==> src/rtl/dsdop_pkg.sv <==
// Shared types and constants for the delta-sigma DoP encoder.
package dsdop_pkg;

    // Loop order and DoP word layout
    localparam int ORDER     = 4;
    localparam int DSD_BITS  = 16;
    localparam int MARK_W    = 8;
    localparam int DOP_W     = MARK_W + DSD_BITS;
    localparam int COUNT_W   = $clog2(DSD_BITS);

    // Marker bytes, alternating from reset
    localparam logic [MARK_W-1:0] MARK_FIRST  = 8'h05;
    localparam logic [MARK_W-1:0] MARK_SECOND = 8'hFA;

    // Quantizer feedback held between requests
    typedef enum logic [1:0] {
        FB_NONE = 2'd0,
        FB_POS  = 2'd1,
        FB_NEG  = 2'd2
    } fb_t;

    // New DSD bit of each lane, handed to the packer
    typedef struct packed {
        logic left;
        logic right;
    } lane_bits_t;

endpackage

==> src/rtl/dsdop_lane.sv <==
// One channel of the four-integrator one-bit delta-sigma loop.
module dsdop_lane #(
    parameter int ACC_WIDTH    = 32,
    parameter int SAMPLE_WIDTH = 24
) (
    input  logic                           aclk,
    input  logic                           aresetn,
    input  logic                           step,
    input  logic signed [SAMPLE_WIDTH-1:0] sample,
    output logic                           dsd_bit
);
    import dsdop_pkg::*;

    localparam int MAX_W = (ACC_WIDTH > SAMPLE_WIDTH) ? ACC_WIDTH : SAMPLE_WIDTH;
    localparam int SUM_W = MAX_W + 2;

    localparam logic signed [SUM_W-1:0] FULL_SCALE =
        {{(SUM_W-SAMPLE_WIDTH){1'b0}}, 1'b1, {(SAMPLE_WIDTH-1){1'b0}}};
    localparam logic [ACC_WIDTH-1:0] ACC_MAX = {1'b0, {(ACC_WIDTH-1){1'b1}}};
    localparam logic [ACC_WIDTH-1:0] ACC_MIN = {1'b1, {(ACC_WIDTH-1){1'b0}}};

    logic signed [ACC_WIDTH-1:0] integ_reg  [ORDER];
    logic signed [ACC_WIDTH-1:0] integ_next [ORDER];
    fb_t                         fb_reg;
    fb_t                         fb_next;
    logic signed [SUM_W-1:0]     fb_val;
    logic signed [SUM_W-1:0]     sample_ext;

    // Clamp an exact sum to the accumulator range
    function automatic logic [ACC_WIDTH-1:0] sat_acc(input logic [SUM_W-1:0] v);
        logic fits;
        fits = (&v[SUM_W-1:ACC_WIDTH-1]) | ~(|v[SUM_W-1:ACC_WIDTH-1]);
        if (fits) begin
            return v[ACC_WIDTH-1:0];
        end
        return v[SUM_W-1] ? ACC_MIN : ACC_MAX;
    endfunction

    // Decode the previous quantizer output into its feedback value
    always_comb begin
        unique case (fb_reg)
            FB_POS:  fb_val = FULL_SCALE;
            FB_NEG:  fb_val = -FULL_SCALE;
            default: fb_val = '0;
        endcase
    end

    assign sample_ext = {{(SUM_W-SAMPLE_WIDTH){sample[SAMPLE_WIDTH-1]}}, sample};

    // Ripple the sample through the integrator cascade
    always_comb begin
        logic signed [SUM_W-1:0] stage_in;
        logic signed [SUM_W-1:0] acc_ext;
        for (int k = 0; k < ORDER; k++) begin
            if (k == 0) begin
                stage_in = sample_ext;
            end else begin
                stage_in = {{(SUM_W-ACC_WIDTH){integ_next[k-1][ACC_WIDTH-1]}},
                            integ_next[k-1]};
            end
            acc_ext = {{(SUM_W-ACC_WIDTH){integ_reg[k][ACC_WIDTH-1]}}, integ_reg[k]};
            integ_next[k] = sat_acc(acc_ext + stage_in - fb_val);
        end
    end

    // Quantize the last integrator
    assign dsd_bit = ~integ_next[ORDER-1][ACC_WIDTH-1];
    assign fb_next = dsd_bit ? FB_POS : FB_NEG;

    // Advance the loop state on each request
    always_ff @(posedge aclk) begin
        if (!aresetn) begin
            for (int k = 0; k < ORDER; k++) begin
                integ_reg[k] <= '0;
            end
            fb_reg <= FB_NONE;
        end else if (step) begin
            for (int k = 0; k < ORDER; k++) begin
                integ_reg[k] <= integ_next[k];
            end
            fb_reg <= fb_next;
        end
    end

endmodule

==> src/rtl/dsdop_pack.sv <==
// Merge the lane bits into DoP words and hold them in the output register.
module dsdop_pack (
    input  logic                                aclk,
    input  logic                                aresetn,
    input  logic                                s_valid,
    output logic                                s_ready,
    input  dsdop_pkg::lane_bits_t               lane_bits,
    output logic                                m_valid,
    input  logic                                m_ready,
    output logic [dsdop_pkg::DOP_W-1:0]         m_dop_left,
    output logic [dsdop_pkg::DOP_W-1:0]         m_dop_right
);
    import dsdop_pkg::*;

    logic [COUNT_W-1:0]  count_reg;
    logic [COUNT_W-1:0]  count_next;
    logic [DSD_BITS-2:0] bits_left_reg;
    logic [DSD_BITS-2:0] bits_right_reg;
    logic                phase_reg;
    logic                phase_next;
    logic                valid_reg;
    logic                valid_next;
    logic [DOP_W-1:0]    dop_left_reg;
    logic [DOP_W-1:0]    dop_right_reg;
    logic [MARK_W-1:0]   mark;
    logic                last;
    logic                accept;

    // Stall only when a finished word meets a full output register
    assign last    = (count_reg == COUNT_W'(DSD_BITS-1));
    assign s_ready = !last || !valid_reg || m_ready;
    assign accept  = s_valid && s_ready;
    assign mark    = phase_reg ? MARK_SECOND : MARK_FIRST;

    // Next count, marker phase and output valid
    always_comb begin
        count_next = count_reg;
        phase_next = phase_reg;
        valid_next = valid_reg;
        if (m_ready) begin
            valid_next = 1'b0;
        end
        if (accept) begin
            count_next = COUNT_W'(count_reg + 1'b1);
            if (last) begin
                phase_next = !phase_reg;
                valid_next = 1'b1;
            end
        end
    end

    always_ff @(posedge aclk) begin
        if (!aresetn) begin
            count_reg <= '0;
            phase_reg <= 1'b0;
            valid_reg <= 1'b0;
        end else begin
            count_reg <= count_next;
            phase_reg <= phase_next;
            valid_reg <= valid_next;
        end
    end

    // Shift in the new bits; load a word on the sixteenth bit
    always_ff @(posedge aclk) begin
        if (accept) begin
            bits_left_reg  <= {bits_left_reg[DSD_BITS-3:0], lane_bits.left};
            bits_right_reg <= {bits_right_reg[DSD_BITS-3:0], lane_bits.right};
            if (last) begin
                dop_left_reg  <= {mark, bits_left_reg, lane_bits.left};
                dop_right_reg <= {mark, bits_right_reg, lane_bits.right};
            end
        end
    end

    assign m_valid     = valid_reg;
    assign m_dop_left  = dop_left_reg;
    assign m_dop_right = dop_right_reg;

endmodule

==> src/rtl/delta_sigma_dop_encoder_top.sv <==
// Stereo one-bit delta-sigma modulator with DoP word packing, top level.
// Throughput: one sample request per cycle unless the input is stalled; each lane's four-integrator
//   loop is combinational between its registers, which sets the clock rate.
// A DoP word is registered and appears on the result port in the cycle after its 16th sample.
// Input stalls only when a 16th sample meets an output word not yet taken.
// Reset (synchronous, active low) clears integrators, feedback, bit count and marker.
module delta_sigma_dop_encoder_top #(
    parameter int ACC_WIDTH    = 32,
    parameter int SAMPLE_WIDTH = 24
) (
    input  logic                           aclk,
    input  logic                           aresetn,
    input  logic                           s_valid,
    output logic                           s_ready,
    input  logic signed [SAMPLE_WIDTH-1:0] s_sample_left,
    input  logic signed [SAMPLE_WIDTH-1:0] s_sample_right,
    output logic                           m_valid,
    input  logic                           m_ready,
    output logic [dsdop_pkg::DOP_W-1:0]    m_dop_left,
    output logic [dsdop_pkg::DOP_W-1:0]    m_dop_right
);
    import dsdop_pkg::*;

    logic       step;
    lane_bits_t lane_bits;

    assign step = s_valid && s_ready;

    // Left and right loops run side by side
    dsdop_lane #(
        .ACC_WIDTH    (ACC_WIDTH),
        .SAMPLE_WIDTH (SAMPLE_WIDTH)
    ) u_lane_left (
        .aclk    (aclk),
        .aresetn (aresetn),
        .step    (step),
        .sample  (s_sample_left),
        .dsd_bit (lane_bits.left)
    );

    dsdop_lane #(
        .ACC_WIDTH    (ACC_WIDTH),
        .SAMPLE_WIDTH (SAMPLE_WIDTH)
    ) u_lane_right (
        .aclk    (aclk),
        .aresetn (aresetn),
        .step    (step),
        .sample  (s_sample_right),
        .dsd_bit (lane_bits.right)
    );

    // Pack both lanes into DoP words
    dsdop_pack u_pack (
        .aclk        (aclk),
        .aresetn     (aresetn),
        .s_valid     (s_valid),
        .s_ready     (s_ready),
        .lane_bits   (lane_bits),
        .m_valid     (m_valid),
        .m_ready     (m_ready),
        .m_dop_left  (m_dop_left),
        .m_dop_right (m_dop_right)
    );

    // A word is only produced by an accepted request
    assert property (@(posedge aclk) disable iff (!aresetn)
        $rose(m_valid) |-> $past(s_valid && s_ready))
        else $error("result appeared without an accepted request");

    // Both channels carry the same valid marker
    assert property (@(posedge aclk) disable iff (!aresetn)
        m_valid |-> (m_dop_left[DOP_W-1:DSD_BITS] == m_dop_right[DOP_W-1:DSD_BITS]) &&
                    ((m_dop_left[DOP_W-1:DSD_BITS] == MARK_FIRST) ||
                     (m_dop_left[DOP_W-1:DSD_BITS] == MARK_SECOND)))
        else $error("bad DoP marker");

    // A word following a taken word carries the other marker
    assert property (@(posedge aclk) disable iff (!aresetn)
        (m_valid && m_ready) |=>
            (!m_valid || (m_dop_left[DOP_W-1:DSD_BITS] !=
                          $past(m_dop_left[DOP_W-1:DSD_BITS]))))
        else $error("marker did not alternate");

endmodule
==> config.mk <==
export PLATFORM = sky130hd
export DESIGN_NAME = delta_sigma_dop_encoder_top
export DESIGN_NICKNAME = d
export VERILOG_FILES = /design/src/rtl/dsdop_pkg.sv /design/src/rtl/dsdop_lane.sv /design/src/rtl/dsdop_pack.sv /design/src/rtl/delta_sigma_dop_encoder_top.sv
export SDC_FILE = /design/constraint.sdc
export NUM_CORES = 1
export LEC_CHECK = 0
export ABC_AREA = 0
export BUFFER_PORTS_ARGS = -buffer_cell sky130_fd_sc_hd__buf_2
export CAP_MARGIN = 10
export CORE_ASPECT_RATIO = 1.2
export CORE_MARGIN = 5
export CORE_UTILIZATION = 45
export DETAILED_ROUTE_END_ITERATION = 16
export PLACE_DENSITY_LB_ADDON = 0.08
export SYNTH_ARGS = -nofsm -noshare
export SYNTH_HDL_FRONTEND = slang
export SYNTH_HIERARCHICAL = 1
export SYNTH_SLANG_ARGS = --single-unit
==> constraint.sdc <==
create_clock -name aclk -period 13.7 [get_ports aclk]
set_input_delay 0.685 -clock aclk [delete_from_list [all_inputs] [get_ports aclk]]
set_output_delay 0.685 -clock aclk [all_outputs]
set_load 0.03 [all_outputs]
# ---- Yosys cells after proc, flatten, opt, wreduce, memory -nomap -nowiden
# Memory sizes are Yosys's and may differ from the RTL's.
# Cells that the tools add are included.
dict set report op_classes {
  n_addsub 17
  multipliers 0
  n_div 0
  order_cmp 0
  n_eq_ne 5
  shift 0
  muxes 52
  bitwise_logic 26
  n_reduce_logical 23
}
# cell n
set op_table {}
lappend op_table {{$mux 32} 32}
lappend op_table {{$sub 34x34->34} 8}
lappend op_table {{$add 32x32->33} 6}
lappend op_table {{$pmux 34 s2} 2}
lappend op_table {{$add 32x24->33} 2}
lappend op_table {{$reduce_and 3->1} 8}
lappend op_table {{$reduce_or 3->1} 8}
lappend op_table {{$or 1x1->1} 16}
lappend op_table {{$mux 1} 15}
lappend op_table {{$not 1->1} 10}
lappend op_table {{$mux 8} 1}
lappend op_table {{$add 4x1->4 const B} 1}
lappend op_table {{$eq 2x1->1 const B} 2}
lappend op_table {{$eq 2x2->1 const B} 2}
lappend op_table {{$eq 4x4->1 const B} 1}
lappend op_table {{$mux 2} 2}
lappend op_table {{$logic_not 1->1} 3}
lappend op_table {{$logic_or 1x1->1} 2}
lappend op_table {{$reduce_and 2->1} 1}
lappend op_table {{$logic_and 1x1->1} 1}
dict set report word_totals {
  ff_bits 88
  latchBits 0
  ram_bits 256
  mem_bits_ro 0
  elab_cells 134
  n_memories 2
}
# name depth width read_ports rd_ports_with_merged_regs write_ports line
set mem_list {}
lappend mem_list {u_lane_left.integ_reg 4 32 4 0 4 dsdop_lane.sv:22} ;# logic signed [ACC_WIDTH-1:0] integ_reg [ORDER];
lappend mem_list {u_lane_right.integ_reg 4 32 4 0 4 dsdop_lane.sv:22}

# ---- Depth between registers and ports, before layout
dict set report depth {
  ltp_word 30
  depth_mapped 63
  ltp_nobuf 55
}

# ---- Hierarchy
# The synthesis kept the hierarchy.
# mod n_inst cells_each area_per_inst_um2 seq_area_each_um2
set modules_own_cells {}
lappend modules_own_cells {{dsdop_lane at u_lane_right} 1 1938 16037.9 3883.7}
lappend modules_own_cells {{dsdop_lane at u_lane_left} 1 1907 15479.8 3883.7}
lappend modules_own_cells {dsdop_pack 1 117 2381.0 2042.0}
lappend modules_own_cells {delta_sigma_dop_encoder_top 1 1 6.3 0.0}

# ---- Least setup slack after synthesis
# Ideal clock, no wire load.
dict set report synth_timing {
  path_kind {input -> register}
  startpoint {input port s_sample_right[23]}
  endpoint {memory u_lane_right.integ_reg[3][2], data pin}
  setup_time_ps 188
  arrival_time_ps 12573
  slack_ps 939
  path_stages 55
  n_path_buf 8
  path_cell_list {inv_1 -> fa_1 -> inv_1 -> ha_1 -> buf_2 -> a21o_1 -> a211oi_2 -> o21ai_1 -> a31o_2 -> a22o_1 -> a31oi_1 -> a21oi_1 -> or3_1 -> buf_2 -> a21boi_0 -> fa_1 -> ha_1 -> clkbuf_1 -> [... 19 more ...] -> a31oi_1 -> o41a_1 -> nor2_1 -> clkbuf_1 -> o21ai_0 -> ha_1 -> inv_1 -> ha_1 -> o21a_1 -> o21a_1 -> and3_2 -> or4b_1 -> a311o_1 -> a2111oi_4 -> o221ai_1 -> buf_2 -> buf_6 -> o41ai_1}
}
# item line
set synth_lines {}
lappend synth_lines {{from (decl)} delta_sigma_dop_encoder_top.sv:16} ;# input logic signed [SAMPLE_WIDTH-1:0] s_sample_right,
lappend synth_lines {{to (decl)} dsdop_lane.sv:22}

==> impl_results.html <==
<table>
<tr><th>Metric</th><th>Value</th></tr>
<tr><th colspan="2">Placed design</th></tr>
<tr><td>Final HPWL from detailed placement</td><td>64900 um</td></tr>
<tr><td>Count of input and output buffers</td><td>101</td></tr>
<tr><td>Last weighted congestion value of the routability-driven placer</td><td>0.893</td></tr>
<tr><th colspan="2">Drt</th></tr>
<tr><td>Average wire length per cell after detail routing</td><td>16.5 um</td></tr>
<tr><td>Detail-routed via count per cell</td><td>5.33</td></tr>
<tr><td>Antenna-violating nets left</td><td>0</td></tr>
<tr><td>Total vias in the final route</td><td>27300</td></tr>
<tr><td>First-pass iteration count of the detailed router</td><td>5</td></tr>
<tr><td>Detailed-route wire length</td><td>84200 um</td></tr>
<tr><td>Number of DRC markers after the initial detailed-route iteration</td><td>1479</td></tr>
<tr><td>Total DRC errors in the routed layout</td><td>0</td></tr>
<tr><th colspan="2">Synth</th></tr>
<tr><td>Post-synthesis async set-or-reset flop share</td><td>0%</td></tr>
<tr><td>Share of the yosys chip area belonging to registers</td><td>28.9%</td></tr>
<tr><td>Nets in the synthesized netlist</td><td>4530</td></tr>
<tr><td>Cell type contributing the most total cell area after synthesis</td><td>sky130_fd_sc_hd__edfxtp_1</td></tr>
<tr><td>Instance count of the mapped netlist</td><td>3963</td></tr>
<tr><td>Number of different library cells in the post-synthesis netlist</td><td>106</td></tr>
<tr><td>Most used flip-flop cell after synthesis</td><td>sky130_fd_sc_hd__edfxtp_1</td></tr>
<tr><td>#FFs+latches synth</td><td>330</td></tr>
<tr><td>Largest cells by area after synthesis</td><td>sky130_fd_sc_hd__edfxtp_1 (28%), sky130_fd_sc_hd__ha_1 (17%), sky130_fd_sc_hd__inv_1 (7.9%)</td></tr>
<tr><td>Post-synth top area share</td><td>28.3%</td></tr>
<tr><td>Number of synthesized flops with an enable pin</td><td>320</td></tr>
<tr><td>Cell area after synthesis</td><td>33900 um2</td></tr>
<tr><td>Yosys Warn Count</td><td>6</td></tr>
<tr><td>Mean instance size in the synthesized netlist</td><td>8.56 um2</td></tr>
<tr><th colspan="2">Global routing</th></tr>
<tr><td>Largest net degree at the start of global routing</td><td>74</td></tr>
<tr><td>Residual overflow from global routing</td><td>0</td></tr>
<tr><td>Overall routing resource usage</td><td>20.2%</td></tr>
<tr><td>First-pass GRT wire length</td><td>136000 um</td></tr>
<tr><td>Initial antenna violation count</td><td>0</td></tr>
<tr><td>Via count of the first global-routing pass</td><td>26400</td></tr>
<tr><th colspan="2">Critical path</th></tr>
<tr><td>CP Class</td><td>reg -&gt; reg</td></tr>
<tr><td>Levels on crit path</td><td>53</td></tr>
<tr><td>Category of the worst setup path capture point</td><td>flop</td></tr>
<tr><td>Largest stage delay, worst path</td><td>580 ps</td></tr>
<tr><td>Number of buffers and inverters on the critical path</td><td>9</td></tr>
<tr><td>Register-to-register path setup slack</td><td>700 ps</td></tr>
<tr><td>Maximum fanout count along the critical path</td><td>46</td></tr>
<tr><td>Startpoint of the most critical setup path</td><td>u_lane_right/fb_reg[0]</td></tr>
<tr><td>Critical Path Sink</td><td>u_lane_right/integ_reg[3][13]</td></tr>
<tr><td>Launching element type of the critical path</td><td>flop</td></tr>
<tr><td>Required time at the worst-slack endpoint</td><td>14020 ps</td></tr>
<tr><td>Worst path top cell family by delay</td><td>compound AO/OA/AOI/OAI gates</td></tr>
<tr><td>Reg2Reg Depth</td><td>53</td></tr>
<tr><td>Most numerous cell on the critical path</td><td>sky130_fd_sc_hd__ha_1</td></tr>
<tr><td>R2r endpoint</td><td>u_lane_right/integ_reg[3][13]</td></tr>
<tr><td>Arrival @ worst endpoint</td><td>13320 ps</td></tr>
<tr><td>Beginning of the worst register-to-register path</td><td>u_lane_right/fb_reg[0]</td></tr>
<tr><td>Slowest CP cell</td><td>sky130_fd_sc_hd__or4b_1</td></tr>
<tr><th colspan="2">Floorplanning</th></tr>
<tr><td>Floorplan die height</td><td>311 um</td></tr>
<tr><td>Floorplan die width</td><td>261 um</td></tr>
<tr><td>Num rows</td><td>110</td></tr>
<tr><td>Standard cell core area</td><td>74900 um2</td></tr>
<tr><td>Area enclosed by the die boundary</td><td>81000 um2</td></tr>
<tr><td>Initial Utilization</td><td>45.3%</td></tr>
<tr><td>Number of top-level pins</td><td>102</td></tr>
<tr><th colspan="2">CTS</th></tr>
<tr><td>Clock transition at path regs</td><td>60 ps</td></tr>
<tr><td>H-tree levels</td><td>2</td></tr>
<tr><td>Clock latency reported for the late side of the worst-skew pair</td><td>590 ps</td></tr>
<tr><td>TritonCTS Buffers</td><td>43</td></tr>
<tr><td>Buffer levels on the longest clock path</td><td>3</td></tr>
<tr><td>CTS tree</td><td>done</td></tr>
<tr><td>CTS root buffer</td><td>sky130_fd_sc_hd__clkbuf_16</td></tr>
<tr><td>Clock sink count</td><td>330</td></tr>
<tr><th colspan="2">Run</th></tr>
<tr><td>Max cap viols</td><td>0</td></tr>
<tr><th colspan="2">Layout</th></tr>
<tr><td>Commonest non-fill, non-tap cell in the layout</td><td>sky130_fd_sc_hd__inv_1</td></tr>
<tr><td>Share of cells above drive strength 1</td><td>9.24%</td></tr>
<tr><td>Layout Area Growth over Synthesis</td><td>10.7%</td></tr>
<tr><td>Top library cells by usage in the layout, fill and taps aside</td><td>sky130_fd_sc_hd__inv_1 (716), sky130_fd_sc_hd__ha_1 (450), sky130_fd_sc_hd__edfxtp_1 (320)</td></tr>
<tr><td>Count of inserted antenna diode cells</td><td>0</td></tr>
<tr><td>Final net count</td><td>4644</td></tr>
<tr><th colspan="2">STA</th></tr>
<tr><td>Post-Route Skew</td><td>23.8 ps</td></tr>
<tr><td>Setup violations, final</td><td>0</td></tr>
<tr><td>Sum Neg Setup Slack</td><td>0 ps</td></tr>
<tr><td>Final hold viol count</td><td>0</td></tr>
<tr><td>Fraction of the cycle the final worst path needs</td><td>94.9%</td></tr>
<tr><td>Maximum frequency from static timing analysis</td><td>0.0769 GHz</td></tr>
<tr><td>Setup repair after global routing missed its margin</td><td>true</td></tr>
<tr><td>Slew Limit Fails</td><td>0</td></tr>
<tr><td>Clock period minus worst slack</td><td>13000 ps</td></tr>
<tr><td>Actual slew at the worst max-slew pin</td><td>1160 ps</td></tr>
<tr><td>Relative slew margins</td><td>22.4%</td></tr>
<tr><th colspan="2">Status</th></tr>
<tr><td>Run status</td><td>finished clean</td></tr>
<tr><th colspan="2">Worst hold path</th></tr>
<tr><td>HP Class</td><td>reg -&gt; reg</td></tr>
</table>
[worst register-to-register path: cells and delay by family (launching register included)]
family          cells  cell delay [ps]
compound gates     21             4870
fa+ha+maj           9             2930
flops               1              330
buf+inv             9             1200
xor+xnor            2              400
simple gates       12             3000
[layout make-up]
cell class / count / area (um2)
tap: 1008 / 1260
inverter: 718 / 2700
clock inverter: 22 / 248
clock buffer: 57 / 1150
timing repair buffer: 222 / 1540
multi-input combinational: 2762 / 20800
fill: 7325 / 37300
sequential: 330 / 9810
[repair_timing]
action                     4_1_cts  5_1_grt
hold buffers                     0        0
setup endpoints to repair        0       67
setup buffers                    0        8
gates resized for setup          0       35
[worst min path at each step]
| stage | slack (ps) | endpoint | cells past startpoint | startpoint |
|---|---|---|---|---|
| global route | 440 | u_pack/m_dop_left[15] | 0 | u_pack/bits_left_reg[14] |
| global placement | 410 | u_pack/m_dop_left[15] | 0 | u_pack/bits_left_reg[14] |
| floorplan | 400 | u_pack/m_dop_left[15] | 0 | u_pack/bits_left_reg[14] |
| CTS | 430 | u_pack/m_dop_right[15] | 0 | u_pack/bits_right_reg[14] |
| detailed placement | 420 | u_pack/m_dop_right[15] | 0 | u_pack/bits_right_reg[14] |
| finish | 430 | u_pack/m_dop_right[15] | 0 | u_pack/bits_right_reg[14] |
[cells by family after synthesis]
group,share of synthesized area (%)
AOI/OAI and AO/OA,22.7
buffers and inverters,10.3
and+or+nand+nor,11.7
adders and majority gates,20.4
DFF,28.9
xor gates and xnor gates,5.81
muxes,0.210
[layer usage]
metal / vias up / track usage, % / wire length (um)
li1: 14000 / - / -
met1: 12800 / 28.1 / 40400
met2: 393 / 34.2 / 39400
met3: 93 / 2.05 / 2780
met4: 0 / 4.22 / 1610
met5: - / 0 / 0
[cell usage after synthesis, types with 30 or more instances]
cell                       number
sky130_fd_sc_hd__inv_1        717
sky130_fd_sc_hd__ha_1         451
sky130_fd_sc_hd__edfxtp_1     320
sky130_fd_sc_hd__nor2_1       317
sky130_fd_sc_hd__o21ai_0      301
sky130_fd_sc_hd__a21oi_1      292
sky130_fd_sc_hd__nand2_1      185
sky130_fd_sc_hd__xnor2_1      135
sky130_fd_sc_hd__o21a_1       119
sky130_fd_sc_hd__a21o_1       116
sky130_fd_sc_hd__xor2_1        90
sky130_fd_sc_hd__clkbuf_1      82
sky130_fd_sc_hd__nand3_1       67
sky130_fd_sc_hd__fa_1          64
sky130_fd_sc_hd__o31ai_1       43
sky130_fd_sc_hd__nor2b_1       38
sky130_fd_sc_hd__buf_2         36
sky130_fd_sc_hd__nand2b_1      36
sky130_fd_sc_hd__o21bai_1      35
sky130_fd_sc_hd__a31oi_1       33
sky130_fd_sc_hd__nand4_1       33
sky130_fd_sc_hd__nor3_1        32
sky130_fd_sc_hd__a211oi_1      31
sky130_fd_sc_hd__and2_1        31
sky130_fd_sc_hd__and3_1        30
[through the flow]
stage               area [um2]  setup WS (ps)  hold WS, ps  std cells  util [%]
floorplan                33900            939          400       3963         -
global placement         35900          -6.52          406       5030      48.0
detailed placement       35900           -155          416       5030      48.0
CTS                      37300           46.4          430       5109      49.8
global route             37500          -81.5          441       5119      50.1
finish                   37500            700          428       5119      50.1
Power is left out: the tool's default activity adds up to more than one toggle a clock period on the data nets, which glitch-free logic cannot reach.
